$ cat src/pwb_pkg.sv
package pwb_pkg;

   // field widths
   localparam int CMD_W    = 2;
   localparam int ADDR_W   = 20;
   localparam int DATA_W   = 48;
   localparam int COORD_W  = 12;
   localparam int PIX_W    = 8;
   localparam int WIDTH_W  = 12;
   localparam int HEIGHT_W = 11;

   // command codes
   localparam logic [CMD_W-1:0] CMD_LOAD_PIXEL = 2'd0;
   localparam logic [CMD_W-1:0] CMD_LOAD_COEF  = 2'd1;
   localparam logic [CMD_W-1:0] CMD_COMPUTE    = 2'd2;

   // register indexes
   localparam logic CSR_SRC_WIDTH  = 1'b0;
   localparam logic CSR_SRC_HEIGHT = 1'b1;

   localparam logic [WIDTH_W-1:0]  RESET_SRC_WIDTH  = 12'd1164;
   localparam logic [HEIGHT_W-1:0] RESET_SRC_HEIGHT = 11'd874;

   // coefficient store
   localparam int NUM_COEF   = 9;
   localparam int COEF_IDX_W = 4;

   // projection arithmetic
   localparam int PROD_W      = 61;
   localparam int SUM_W       = 62;
   localparam int MAG_W       = 61;
   localparam int FRAC_BITS   = 5;
   localparam int HUGE_SHIFT  = 30;
   localparam int QUO_W       = HUGE_SHIFT + FRAC_BITS + 1;
   localparam int PMAG_W      = 41;
   localparam int PROJ_W      = 42;
   localparam int DIV_LAT     = QUO_W + 2;
   localparam logic [PMAG_W-1:0] HUGE_MAG = {1'b1, 40'b0};

   // sampling arithmetic
   localparam int SAT_W       = 16;
   localparam int WEIGHT_BITS = 15;
   localparam int IDX_W       = 24;
   localparam int ACC_W       = 24;
   localparam logic signed [SAT_W-1:0] SAT_LOW  = -16'sd32768;
   localparam logic signed [SAT_W-1:0] SAT_HIGH = 16'sd32767;
   localparam logic [WEIGHT_BITS-1:0]  WEIGHT_MAX = 15'd32767;

   typedef enum logic [1:0] {
      KIND_PIXEL,
      KIND_COEF,
      KIND_COMPUTE
   } kind_type;

   typedef struct packed {
      kind_type            kind;
      logic [ADDR_W-1:0]   address;
      logic [DATA_W-1:0]   data;
      logic [COORD_W-1:0]  dest_x;
      logic [COORD_W-1:0]  dest_y;
   } item_type;

   typedef struct packed {
      logic                valid;
      kind_type            kind;
      logic [ADDR_W-1:0]   address;
      logic [PIX_W-1:0]    pix_data;
      logic [COORD_W-1:0]  dest_x;
      logic [COORD_W-1:0]  dest_y;
   } tag_type;

   typedef struct packed {
      tag_type                    tag;
      logic signed [SAT_W-1:0]    sx;
      logic signed [SAT_W-1:0]    sy;
      logic [FRAC_BITS-1:0]       ax;
      logic [FRAC_BITS-1:0]       ay;
   } sample_type;

endpackage

$ cat src/pwb_front.sv
module pwb_front #(
   parameter int SOURCE_DEPTH = 1048576
) (
   input  logic                           clock,
   input  logic                           reset,
   input  logic                           start,
   output logic                           busy,
   input  logic [pwb_pkg::CMD_W-1:0]      req_cmd,
   input  logic [pwb_pkg::ADDR_W-1:0]     req_address,
   input  logic [pwb_pkg::DATA_W-1:0]     req_data,
   input  logic [pwb_pkg::COORD_W-1:0]    req_dest_x,
   input  logic [pwb_pkg::COORD_W-1:0]    req_dest_y,
   output logic                           head_valid,
   output pwb_pkg::item_type              head_item
);

   pwb_pkg::item_type  item_ff [0:1];
   logic               wr_ptr_ff, wr_ptr_in;
   logic               rd_ptr_ff, rd_ptr_in;
   logic [1:0]         count_ff, count_in;
   logic               keep;
   pwb_pkg::kind_type  kind;
   logic               push, pop;

   // classify the item; drop loads out of range and unknown commands
   always_comb begin
      keep = 1'b0;
      kind = pwb_pkg::KIND_COMPUTE;
      case (req_cmd)
         pwb_pkg::CMD_LOAD_PIXEL: begin
            kind = pwb_pkg::KIND_PIXEL;
            keep = 32'(req_address) < 32'(SOURCE_DEPTH);
         end
         pwb_pkg::CMD_LOAD_COEF: begin
            kind = pwb_pkg::KIND_COEF;
            keep = req_address < pwb_pkg::ADDR_W'(pwb_pkg::NUM_COEF);
         end
         pwb_pkg::CMD_COMPUTE: begin
            kind = pwb_pkg::KIND_COMPUTE;
            keep = 1'b1;
         end
         default: begin
            keep = 1'b0;
         end
      endcase
   end

   assign busy       = count_ff == 2'd2;
   assign push       = start && !busy && keep;
   assign pop        = count_ff != 2'd0;
   assign head_valid = pop;
   assign head_item  = item_ff[rd_ptr_ff];

   assign wr_ptr_in = push ? !wr_ptr_ff : wr_ptr_ff;
   assign rd_ptr_in = pop ? !rd_ptr_ff : rd_ptr_ff;
   assign count_in  = count_ff + {1'b0, push} - {1'b0, pop};

   // advance queue pointers
   always_ff @(posedge clock) begin
      if (reset) begin
         wr_ptr_ff <= 1'b0;
         rd_ptr_ff <= 1'b0;
         count_ff  <= 2'd0;
      end else begin
         wr_ptr_ff <= wr_ptr_in;
         rd_ptr_ff <= rd_ptr_in;
         count_ff  <= count_in;
      end
   end

   // store the item
   always_ff @(posedge clock) begin
      if (push) begin
         item_ff[wr_ptr_ff] <= '{kind: kind, address: req_address, data: req_data,
                                 dest_x: req_dest_x, dest_y: req_dest_y};
      end
   end

endmodule

$ cat config.mk
export PLATFORM = sky130hd
export DESIGN_NAME = pwb_front
export DESIGN_NICKNAME = d
export VERILOG_FILES = /design/src/pwb_pkg.sv /design/src/pwb_front.sv
export SDC_FILE = /design/constraint.sdc
export NUM_CORES = 1
export LEC_CHECK = 0
export ABC_AREA = 1
export BUFFER_PORTS_ARGS = -buffer_cell sky130_fd_sc_hd__buf_2
export CORE_MARGIN = 2
export CORE_UTILIZATION = 33
export DETAILED_ROUTE_END_ITERATION = 10
export PLACE_DENSITY = 0.58
export SLEW_MARGIN = 25
export SYNTH_ARGS = -nofsm -noshare
export SYNTH_HDL_FRONTEND = slang
export SYNTH_SLANG_ARGS = --single-unit
$ cat constraint.sdc
create_clock -name clock -period 7.75 [get_ports clock]
set_clock_uncertainty 0.1 [all_clocks]
set_input_delay 0.775 -clock clock [delete_from_list [all_inputs] [get_ports clock]]
set_output_delay 0.775 -clock clock [all_outputs]
set_load 0.05 [all_outputs]
==> summary.md, run 1 <==
| Metric | Value |
|---|---|
| Floorplan row count | `53` |
| Cell Area, Synth | `7073 sq um` |
| Peak supply drop | `0.1457 mV` |
| Nets | `approximately 640` |
| Clk pin slew, worst setup/hold paths | `~60 ps` |
| Post-route ant nets | `0` |
| Number of synthesized register bits | `a little under 200` |
| Comb pwr share | `0.105` |
| # Post-CTS Setup Buffers | `0` |
| CP Class | `reg -> out` |
| Avg Synthesized Cell Area | `just over 20 sq um` |
| Fmax | `322.4 MHz` |
| Drt first-iter violations | `~150` |
| Seq/Total Area, Yosys | `0.8123` |
| CTS Sinks | `193` |
| Total Wirelength | `around 14 mm` |
| Net Switching | `0.0005676 W` |
| Tightest Pin Transition | `981.1 ps` |
| GP Congestion | `between 0.7 and 0.8` |
| Starting density of the core | `0.3365` |
| Fin worst setup slack | `roughly 4600 ps` |
| Largest net degree at the start of global routing | `74` |
| Cell variety after synth | `13` |
| Most common cell after layout, fill and taps aside | `buf_2` |
| Mapped Nets | `439` |
| Congestion Overflow GR | `0` |
| Clk_lat worst skew | `around 420 ps` |
| Max-Slew Margin vs Limit | `0.3459` |
| Setup TNS | `0 ps` |
| Crit end category | `output pin` |
| Clock power share | `0.397` |
| Die area | `roughly 23000 sq um` |
| Area contributors post-synth | `edfxtp_1 80%, mux2_2 15%, dfxtp_1 1.4%` |
| Pint | `0.001829 W` |
| TritonCTS clock tree | `yes` |
| First-pass GRT wire length | `between 20 and 25 mm` |
| DRC violations left | `0` |
| Vias per cell | `about 4.4` |
| Post-DP HPWL | `roughly 8.9 mm` |
| Tmin final | `just over 3000 ps` |
| Post-CTS sizing | `0` |
| Layout cells sized above 1 | `0.5771` |
| H-tree levels | `4` |
| Sw Ratio | `0.2368` |
| Core Box Area | `~21000 sq um` |
| DR WL/cell | `16.48 um` |
| Commonest cells after routing, fill and taps aside | `192 x buf_2, 188 x edfxtp_1, 94 x mux2_2, 18 x nor2_1, 17 x clkbuf_16` |
| CTS root buffer | `clkbuf_16` |
| Cts hold-fix bufs | `0` |
| Height of the die | `~150 um` |
| Sequential power share | `0.498` |
| Clk buf depth | `2` |
| Drt pass-1 iters | `4` |
| Hold Fails Final Rpt | `0` |
| Largest area contributor in the netlist | `edfxtp_1` |
| Area Overhead vs Synth | `26.75%` |
| Status | `finished, final reports clean` |
| CTS buffer count | `17` |
| Leak | `3.307 nW` |
| Tot GR Track Use | `0.1206` |
| Yosys Warn Count | `0` |
| Crit path DAT | `between 2000 and 2500 ps` |
| Total Power | `0.002397 W` |
| Final period util | `0.4002` |
| DR vias | `~3700` |
| Max Cap Viol | `0` |
| Buffers on Ports | `approximately 190` |
| Unrepaired setup endpoints after global routing | `no` |
| Worst setup SP type | `flip-flop` |
| Req. time, crit path | `6880 ps` |
| Die W | `approximately 150 um` |
| Pwr dens | `267.4 nW/um^2` |
| Slew Viols, Final | `0` |
| Post-Syn Instances | `about 340` |
| Vias in the first global route | `between 3000 and 4000` |
| I/O pins | `193` |
| Worst Path Max Fanout | `73` |
| Share of the synthesized area in the top cell type | `0.7982` |
| Setup slack at placement | `4157 ps` |
| Final setup vio count | `0` |
| Initial antenna violation count | `1` |
| Hold/Removal Path Class | `reg -> reg` |
worst max-delay path, cell delays in order, from the launching register on:
cell     delay, ps
dfxtp_4        530
buf_6          610
mux2_2         420
buf_2          210
power groups by stage:
stage	combinational, W	clock [W]	sequential [W]
3_5_place_dp	0.000256	0	0.00122
2_1_floorplan	0.000182	0	0.00122
5_1_grt	0.000267	0.00102	0.00120
6_report	0.000252	0.000952	0.00119
3_3_place_gp	0.000252	0	0.00121
4_1_cts	0.000257	0.000976	0.00119
sequential cells by signal, indices dropped and copies added, names as in the netlist, named ones only:
register and cells:
rd_ptr_ff 1, item_ff 188, count_ff 2, wr_ptr_ff 1
cell families (layout without fill, tap and decap cells):
logic type | Yosys count | count (layout) | share of synthesized area
flip-flops | 193 | 193 | 0.8123
multiplexers | 94 | 94 | 0.1497
AND/OR/NAND/NOR | 31 | 31 | 0.01698
buffers and inverters | 19 | 235 | 0.01751
AO/OA/AOI/OAI | 5 | 5 | 0.003537
other | 0 | 1 | 0
worst paths after layout:
| kind | end | slack [ps] | cells after the start | startpoint |
|---|---|---|---|---|
| worst max-delay path | head_item[58] | 4650 | 3 | flip-flop |
| worst min-delay path | count_ff[1] | 360 | 2 | count_ff[1] |
| worst max register to register | item_ff[0][59] | 5120 | 6 | count_ff[1] |
| worst min register to register | count_ff[1] | 360 | 2 | count_ff[1] |
area by class of cell:
type                            count  area [sq um]
Clock buffer                       19         432.9
Fill cell                        1890         12060
Sequential cell                   193          5749
Antenna cell                        1         2.502
Tap cell                          275         344.1
Clock inverter                     13         205.2
Inverter                            8         32.53
Multi-Input combinational cell    130          1211
Timing Repair Buffer              195         987.2
synth_stat cells, drive strengths merged:
cell type	number
edfxtp	188
mux2	94
nor2	19
buf	10
nand2	9
inv	8
dfxtp	5
a21oi	4
nand3	3
clkbuf	1
o21ai	1
per-stage QoR:
stage / std cells / hold WS (ps) / cell area (sq um) / util
2_1_floorplan: 342 / 323.1 / 7073 / -
3_3_place_gp: 801 / 327.5 / 8320 / 0.3958
3_5_place_dp: 801 / 349.4 / 8320 / 0.3958
4_1_cts: 833 / 359.7 / 8959 / 0.4262
5_1_grt: 833 / 364.4 / 8962 / 0.4263
6_report: 834 / 357.7 / 8965 / 0.4265
routing by layer:
metal / part of all wire / routed length, um / track usage / up-vias
met3: 0.079 / 1081 / 0.04606 / 20
met4: 0.019 / 258 / 0.05189 / 0
li1: - / - / - / 1729
met5: 0 / 0 / 0 / -
met1: 0.40 / 5445 / 0.1365 / 1797
met2: 0.51 / 6956 / 0.2034 / 127
Note: power is estimated with default switching activity, not from simulation.
==> inputs of run 2 (changes only) <==
==> constraint.sdc (replaced) <==
create_clock -name clock -period 3.2 [get_ports clock]
set_clock_uncertainty 0.1 [all_clocks]
set_input_delay 0.32 -clock clock [delete_from_list [all_inputs] [get_ports clock]]
set_output_delay 0.32 -clock clock [all_outputs]
set_load 0.05 [all_outputs]
==> run 2 against run 1 <==
Net effect:
- die area unchanged
- highest routed layer is now met5
- largest cell class unchanged
- combinational power grew to 2.8 times the previous value
- worst hold slack worse by 320 ps
- wire length grew 2.9%
- setup slack got worse by 4000 ps
- first-iteration DRC count fell by 16%
- flip-flop and latch count is the same
==> summary.md, run 2 (synthesis gave the netlist of run 1 again) <==
| Metric | Value |
|---|---|
| Vias in the first global route | `between 4000 and 5000` |
| Initial antenna violation count | `2` |
| Clk_lat worst skew | `approximately 420 ps` |
| Final setup vio count | `0` |
| Drt pass-1 iters | `5` |
| Nets | `736` |
| Post-CTS sizing | `0` |
| Fmax | `about 390 MHz` |
| Layout cells sized above 1 | `0.4992` |
| Setup slack at placement | `about 1000 ps` |
| Height of the die | `roughly 150 um` |
| Setup TNS | `0 ps` |
| I/O pins | `~190` |
| TritonCTS clock tree | `yes` |
| Reg area | `around 5700 sq um` |
| Worst path slowest cell | `dfxtp_4` |
| Largest register FFs | `188` |
| Unrepaired setup endpoints after global routing | `no` |
| Largest net degree at the start of global routing | `95` |
| Tightest Pin Transition | `around 670 ps` |
| DRC violations left | `0` |
| Commonest cells after routing, fill and taps aside | `192 x buf_2, 188 x edfxtp_1, 94 x mux2_2, 93 x dlygate4sd3_1` |
| Die area | `~23000 sq um` |
| Post-DP HPWL | `8.522 mm` |
| Peak supply drop | `about 0.33 mV` |
| Total Wirelength | `around 14 mm` |
| H-tree levels | `4` |
| Hold Fails Final Rpt | `0` |
| Largest regs | `item_ff (188), count_ff (2)` |
| Vias per cell | `between 4 and 5` |
| Largest stage delay on the critical path | `between 700 and 800 ps` |
| Post-layout instance area | `9907 sq um` |
| # Post-CTS Setup Buffers | `0` |
| Fin worst setup slack | `roughly 620 ps` |
| Worst setup SP type | `flip-flop` |
| Hold/Removal Path Class | `in -> reg` |
| CP Class | `reg -> out` |
| Final core occ | `0.4713` |
| Tot GR Track Use | `0.1252` |
| Max Cap Viol | `0` |
| Footprint of the multi-input gates | `roughly 1200 sq um` |
| Crit path DAT | `around 2200 ps` |
| Leak | `3.673 nW` |
| DR WL/cell | `about 15 um` |
| Status | `finished, final reports clean` |
| Tmin final | `2581 ps` |
| Clk buf depth | `2` |
| CTS Sinks | `193` |
| CTS buffer count | `17` |
| Placed Area | `~8400 sq um` |
| Crit end category | `output pin` |
| Worst Path Max Fanout | `44` |
| Cts hold-fix bufs | `between 90 and 100` |
| Worst-path cell chain | `buf_4 > mux2_2 > buf_2` |
| Pint | `0.004360 W` |
| Congestion Overflow GR | `0` |
| Most common cell after layout, fill and taps aside | `buf_2` |
| Floorplan row count | `53` |
| First-pass GRT wire length | `~21 mm` |
| Die W | `around 150 um` |
| Placed Cells | `~800` |
| CTS root buffer | `clkbuf_16` |
| Most flops, register | `item_ff` |
| Clk pin slew, worst setup/hold paths | `70 ps` |
| Buffers on Ports | `between 150 and 200` |
| Clock power share | `0.380` |
| Net Switching | `approximately 0.0014 W` |
| Pwr dens | `585.2 nW/um^2` |
| FF-to-FF Start | `count_ff[1]` |
| Sequential power share | `0.499` |
| Drt first-iter violations | `about 130` |
| Post-route ant nets | `0` |
| Max-Slew Margin vs Limit | `0.5557` |
| Area Overhead vs Synth | `40.07%` |
| Final Instance Count excl. Fillers | `around 930` |
| Slew Viols, Final | `0` |
| Sw Ratio | `0.2479` |
| Core Box Area | `roughly 21000 sq um` |
| Starting density of the core | `0.3365` |
| Min-delay src | `req_cmd[1]` |
| Req. time, crit path | `2780 ps` |
| Antenna fix cells | `0` |
| DR vias | `approximately 4000` |
| Final period util | `0.8066` |
| # fillers | `approximately 1800` |
| GP Congestion | `between 0.6 and 0.7` |
| Comb pwr share | `0.121` |
-- run 2: cell types whose count changed in the layout (fill, tap and decap cells not counted), sizes merged --
| cell | delta |
|---|---|
| bufinv | -2 |
| clkinv | -3 |
| inv | +1 |
| clkinvlp | +5 |
| clkbuf | -2 |
| buf | +1 |
| dlygate4sd3 | +93 |
| diode | -1 |
-- run 2: final timing paths --
kind	endpoint	cells after the start	slack (ps)
worst max-delay path	head_item[23]	3	620
worst min-delay path	item_ff[0][93]	1	30
worst max register to register	item_ff[1][48]	6	1360
worst min register to register	count_ff[1]	2	360
-- run 2: power groups by stage --
stage / clock network, W / registers [W] / logic (W)
CTS: 0.00228 / 0.00289 / 0.000710
detailed placement: 0 / 0.00295 / 0.000619
floorplan: 0 / 0.00294 / 0.000441
finish: 0.00220 / 0.00289 / 0.000702
global placement: 0 / 0.00295 / 0.000612
global route: 0.00237 / 0.00290 / 0.000742
-- run 2: final cells by class --
class	instances	share of cell area
Sequential cell	193	0.5803
Inverter	8	0.003410
Clock inverter	14	0.01831
Timing Repair Buffer	289	0.1978
Multi-Input combinational cell	130	0.1225
Tap cell	275	0.03473
Clock buffer	17	0.04294
-- run 2: metal layers --
layer,routed length [um],GRT usage,vias up
li1,-,-,1916
met2,7116,0.2157,116
met4,148,0.03821,2
met5,16,0,-
met3,857,0.04485,13
met1,6002,0.1464,1988
-- run 2: through the flow --
stage	hold slack (ps)	total power (W)
after floorplan	291.6	0.003378
final	33.52	0.005798
after global routing	8.096	0.006011
after CTS	6.838	0.005880
after global placement	327.5	0.003559
after detailed placement	350.6	0.003570
-- run 2: worst max-delay path: cells and delay by family (launching register included) --
family	cells	cell delay, ps
DFF	1	790
buffers and inverters	2	570
muxes	1	370
==> inputs of run 3 (changes only) <==
--- a/config.mk
+++ b/config.mk
@@ -5,12 +5,12 @@
 export SDC_FILE = /design/constraint.sdc
 export NUM_CORES = 1
 export LEC_CHECK = 0
-export ABC_AREA = 1
+export ABC_AREA = 0
 export BUFFER_PORTS_ARGS = -buffer_cell sky130_fd_sc_hd__buf_2
 export CORE_MARGIN = 2
 export CORE_UTILIZATION = 33
 export DETAILED_ROUTE_END_ITERATION = 10
-export PLACE_DENSITY = 0.58
+export PLACE_DENSITY = 0.6
 export SLEW_MARGIN = 25
 export SYNTH_ARGS = -nofsm -noshare
 export SYNTH_HDL_FRONTEND = slang
==> constraint.sdc (replaced) <==
create_clock -name clock -period 2.15 [get_ports clock]
set_clock_uncertainty 0.1 [all_clocks]
set_input_delay 0.215 -clock clock [delete_from_list [all_inputs] [get_ports clock]]
set_output_delay 0.215 -clock clock [all_outputs]
set_load 0.05 [all_outputs]
==> run 3 against run 2 <==
Net effect:
- worst hold slack improved by 5.8 ps
- via count rose by 0.17%
- flip-flop and latch count did not move
- total power rose by 49%
- cell area rose by 3.2%
- clock-buffer cell count rose by 2
- register-to-register slack got worse by 840 ps
- area after synthesis fell by 0.90%
- wire length rose by 8.6%
==> summary.md, run 3 <==
| Metric | Value |
|---|---|
| Met2 GRT Util | `0.2252` |
| Worst setup SP type | `input pin` |
| Max-Slew Margin vs Limit | `0.7653` |
| Placed Area | `8466 sq um` |
| Area Overhead vs Synth | `45.88%` |
| Worst-path cell chain | `dlygate4sd3_1 > nor4_4 > nand3_2 > o21ai_4 > nand3_2 > nor2_4 > buf_12 > clkbuf_16` |
| Worst Path Max Fanout | `6` |
| Total Wirelength | `15.36 mm` |
| Leak | `~3.8 nW` |
| Commonest cells after routing, fill and taps aside | `188 x buf_2, 188 x edfxtp_1, 94 x mux2_2, 93 x dlygate4sd3_1, 21 x clkbuf_16` |
| Congestion Overflow GR | `0` |
| Tot GR Track Use | `0.1283` |
| Hold depth | `3` |
| Commonest cells in the netlist | `188 x edfxtp_1, 94 x mux2_2, 10 x buf_2` |
| Top Family by Delay on Critical Path | `buffers and inverters` |
| WP depth | `8` |
| Post-DP HPWL | `9.289 mm` |
| Most flops, register | `item_ff` |
| Post-synth EDFFs | `approximately 190` |
| Clk_lat worst skew | `~410 ps` |
| Sequential power share | `0.495` |
| Hold/Removal Path Class | `in -> reg` |
| Met3 Usage GRT | `0.04116` |
| I/O pins | `193` |
| Most frequent CP cell | `nand3_2` |
| Crit end category | `flip-flop` |
| Crit path DAT | `between 2000 and 2500 ps` |
| Footprint of the multi-input gates | `roughly 1300 sq um` |
| Largest area contributor in the netlist | `edfxtp_1` |
| Nets | `about 730` |
| Largest net degree at the start of global routing | `60` |
| Most common cell in the netlist | `edfxtp_1` |
| Busiest grt layer | `met2` |
| Share of the synthesized area in the top cell type | `0.8054` |
| Tightest Pin Transition | `roughly 350 ps` |
| Sw Ratio | `0.2447` |
| Largest register FFs | `188` |
| Final period util | `0.9818` |
| Drt pass-1 iters | `5` |
| Mapped Nets | `420` |
| H-tree levels | `4` |
| WP buf/inv | `3` |
| Worst Setup SP | `req_address[14]` |
| Initial antenna violation count | `0` |
| Cell Area, Synth | `roughly 7000 sq um` |
| First-pass GRT wire length | `approximately 22 mm` |
| TritonCTS clock tree | `yes` |
| Seq/Total Area, Yosys | `0.8197` |
| DRC violations left | `0` |
| Die area | `approximately 22000 sq um` |
| Top FF cell, synth | `edfxtp_1` |
| Pint | `approximately 0.0065 W` |
| Yosys Warn Count | `0` |
| Met1 GRT Util | `0.1504` |
| Clk buf depth | `2` |
| CP Class | `in -> reg` |
| Peak supply drop | `0.5158 mV` |
| Worst path slowest cell | `dlygate4sd3_1` |
| Post-route ant nets | `0` |
| Post-layout instance area | `10220 sq um` |
| WHS | `39.37 ps` |
| Status | `finished, final reports clean` |
| Layout cells sized above 1 | `0.5326` |
| Pwr dens | `847.1 nW/um^2` |
| DR vias | `slightly above 4000` |
| Fmax | `around 470 MHz` |
| Die W | `around 150 um` |
| Comb pwr share | `0.138` |
| Vias in the first global route | `4330` |
| Clk pin slew, worst setup/hold paths | `around 60 ps` |
| Height of the die | `149.7 um` |
| Number of synthesized register bits | `roughly 190` |
| Vias per cell | `4.398` |
| Starting density of the core | `0.3345` |
| Antenna fix cells | `0` |
| Drt first-iter violations | `241` |
| Final setup vio count | `0` |
| Post-Syn Instances | `around 320` |
| Tmin final | `between 2000 and 2500 ps` |
| Reg area | `5749 sq um` |
| CTS buffer count | `17` |
| Cell variety after synth | `22` |
| Largest regs | `item_ff (188), count_ff (2)` |
| Max Cap Viol | `0` |
| Req. time, crit path | `2180 ps` |
| Area contributors post-synth | `edfxtp_1 81%, mux2_2 15%, dfxtp_1 1.4%` |
| Synth async-reset ratio | `0` |
| Slew Viols, Final | `0` |
| FF-to-FF Start | `count_ff[0]` |
| Cells on worst reg2reg path | `5` |
| DR WL/cell | `between 15 and 20 um` |
| Avg Synthesized Cell Area | `around 22 sq um` |
| Floorplan row count | `53` |
| Buffers on Ports | `192` |
| Hold Fails Final Rpt | `0` |
| CTS root buffer | `clkbuf_16` |
| CTS Sinks | `193` |
| Net Switching | `~0.0021 W` |
| Largest stage delay on the critical path | `between 600 and 700 ps` |
| # fillers | `1782` |
| Min-delay src | `start` |
| Clock power share | `0.367` |
| Core Box Area | `approximately 21000 sq um` |
| GP Congestion | `~0.7` |
[run 3: cell types whose count changed after synthesis, sizes merged, moves of 2 or more]
cell,previous run,this run
a21oi,4,1
nor3,0,2
nor2,19,6
nor4,0,3
inv,8,1
nand2,9,1
[run 3: layer usage]
metal | part of all wire | wire (um)
met1 | 0.43 | 6528
met2 | 0.51 | 7780
met3 | 0.057 | 871
met4 | 0.012 | 177
met5 | 0 | 0
[run 3: tightest hold or removal path, stage by stage]
cell and delay [ps]:
buf_2 140, a21oi_1 80, nor2_1 80
[run 3: layout make-up]
type,instances,share of cell area
inverter,1,0.0003671
clock inverter,12,0.01530
sequential,193,0.5623
multi-input combinational,118,0.1257
clock buffer,19,0.04234
tap,275,0.03365
timing repair buffer,301,0.2204
[run 3: final timing paths]
| check | slack (ps) | to |
|---|---|---|
| max | 40 | item_ff[0][35] |
| min reg2reg | 340 | count_ff[1] |
| max reg2reg | 520 | item_ff[0][35] |
| min | 40 | count_ff[0] |
[run 3: logic make-up (layout without fill, tap and decap cells)]
| kind of cell | Yosys count | in the layout | synth area share |
|---|---|---|---|
| DFF | 193 | 193 | 0.8197 |
| muxes | 94 | 94 | 0.1510 |
| and+or+nand+nor | 19 | 19 | 0.01589 |
| buffers and inverters | 12 | 333 | 0.008211 |
| AOI/OAI and AO/OA | 4 | 4 | 0.003928 |
| xor gates and xnor gates | 1 | 1 | 0.001250 |
[run 3: power by group through the flow]
stage / clock [W] / sequential [W] / combinational [W]
2_1_floorplan: 0 / 0.00437 / 0.000686
3_3_place_gp: 0 / 0.00437 / 0.000998
3_5_place_dp: 0 / 0.00437 / 0.00101
4_1_cts: 0.00327 / 0.00429 / 0.00115
5_1_grt: 0.00343 / 0.00430 / 0.00126
6_report: 0.00318 / 0.00429 / 0.00120
[run 3: stage by stage]
stage	cells	setup WS (ps)	utilization	setup TNS, ps	total power [W]
after floorplan	323	-662.6	-	-62290	0.005054
after CTS	913	10.62	0.4770	0	0.008709
after global routing	919	-13.35	0.4879	-231.5	0.008979
final	919	39.11	0.4879	0	0.008661
after detailed placement	788	-69.69	0.4040	-6172	0.005384
after global placement	788	-25.38	0.4040	-1214	0.005364
[run 3: repair_timing]
action                                 in CTS  in global routing
buffers inserted                            0                  1
setup endpoints to repair                   0                188
hold buffers                               94                  0
gates resized for setup                     0                 13
endpoints found under the hold margin     191                  0
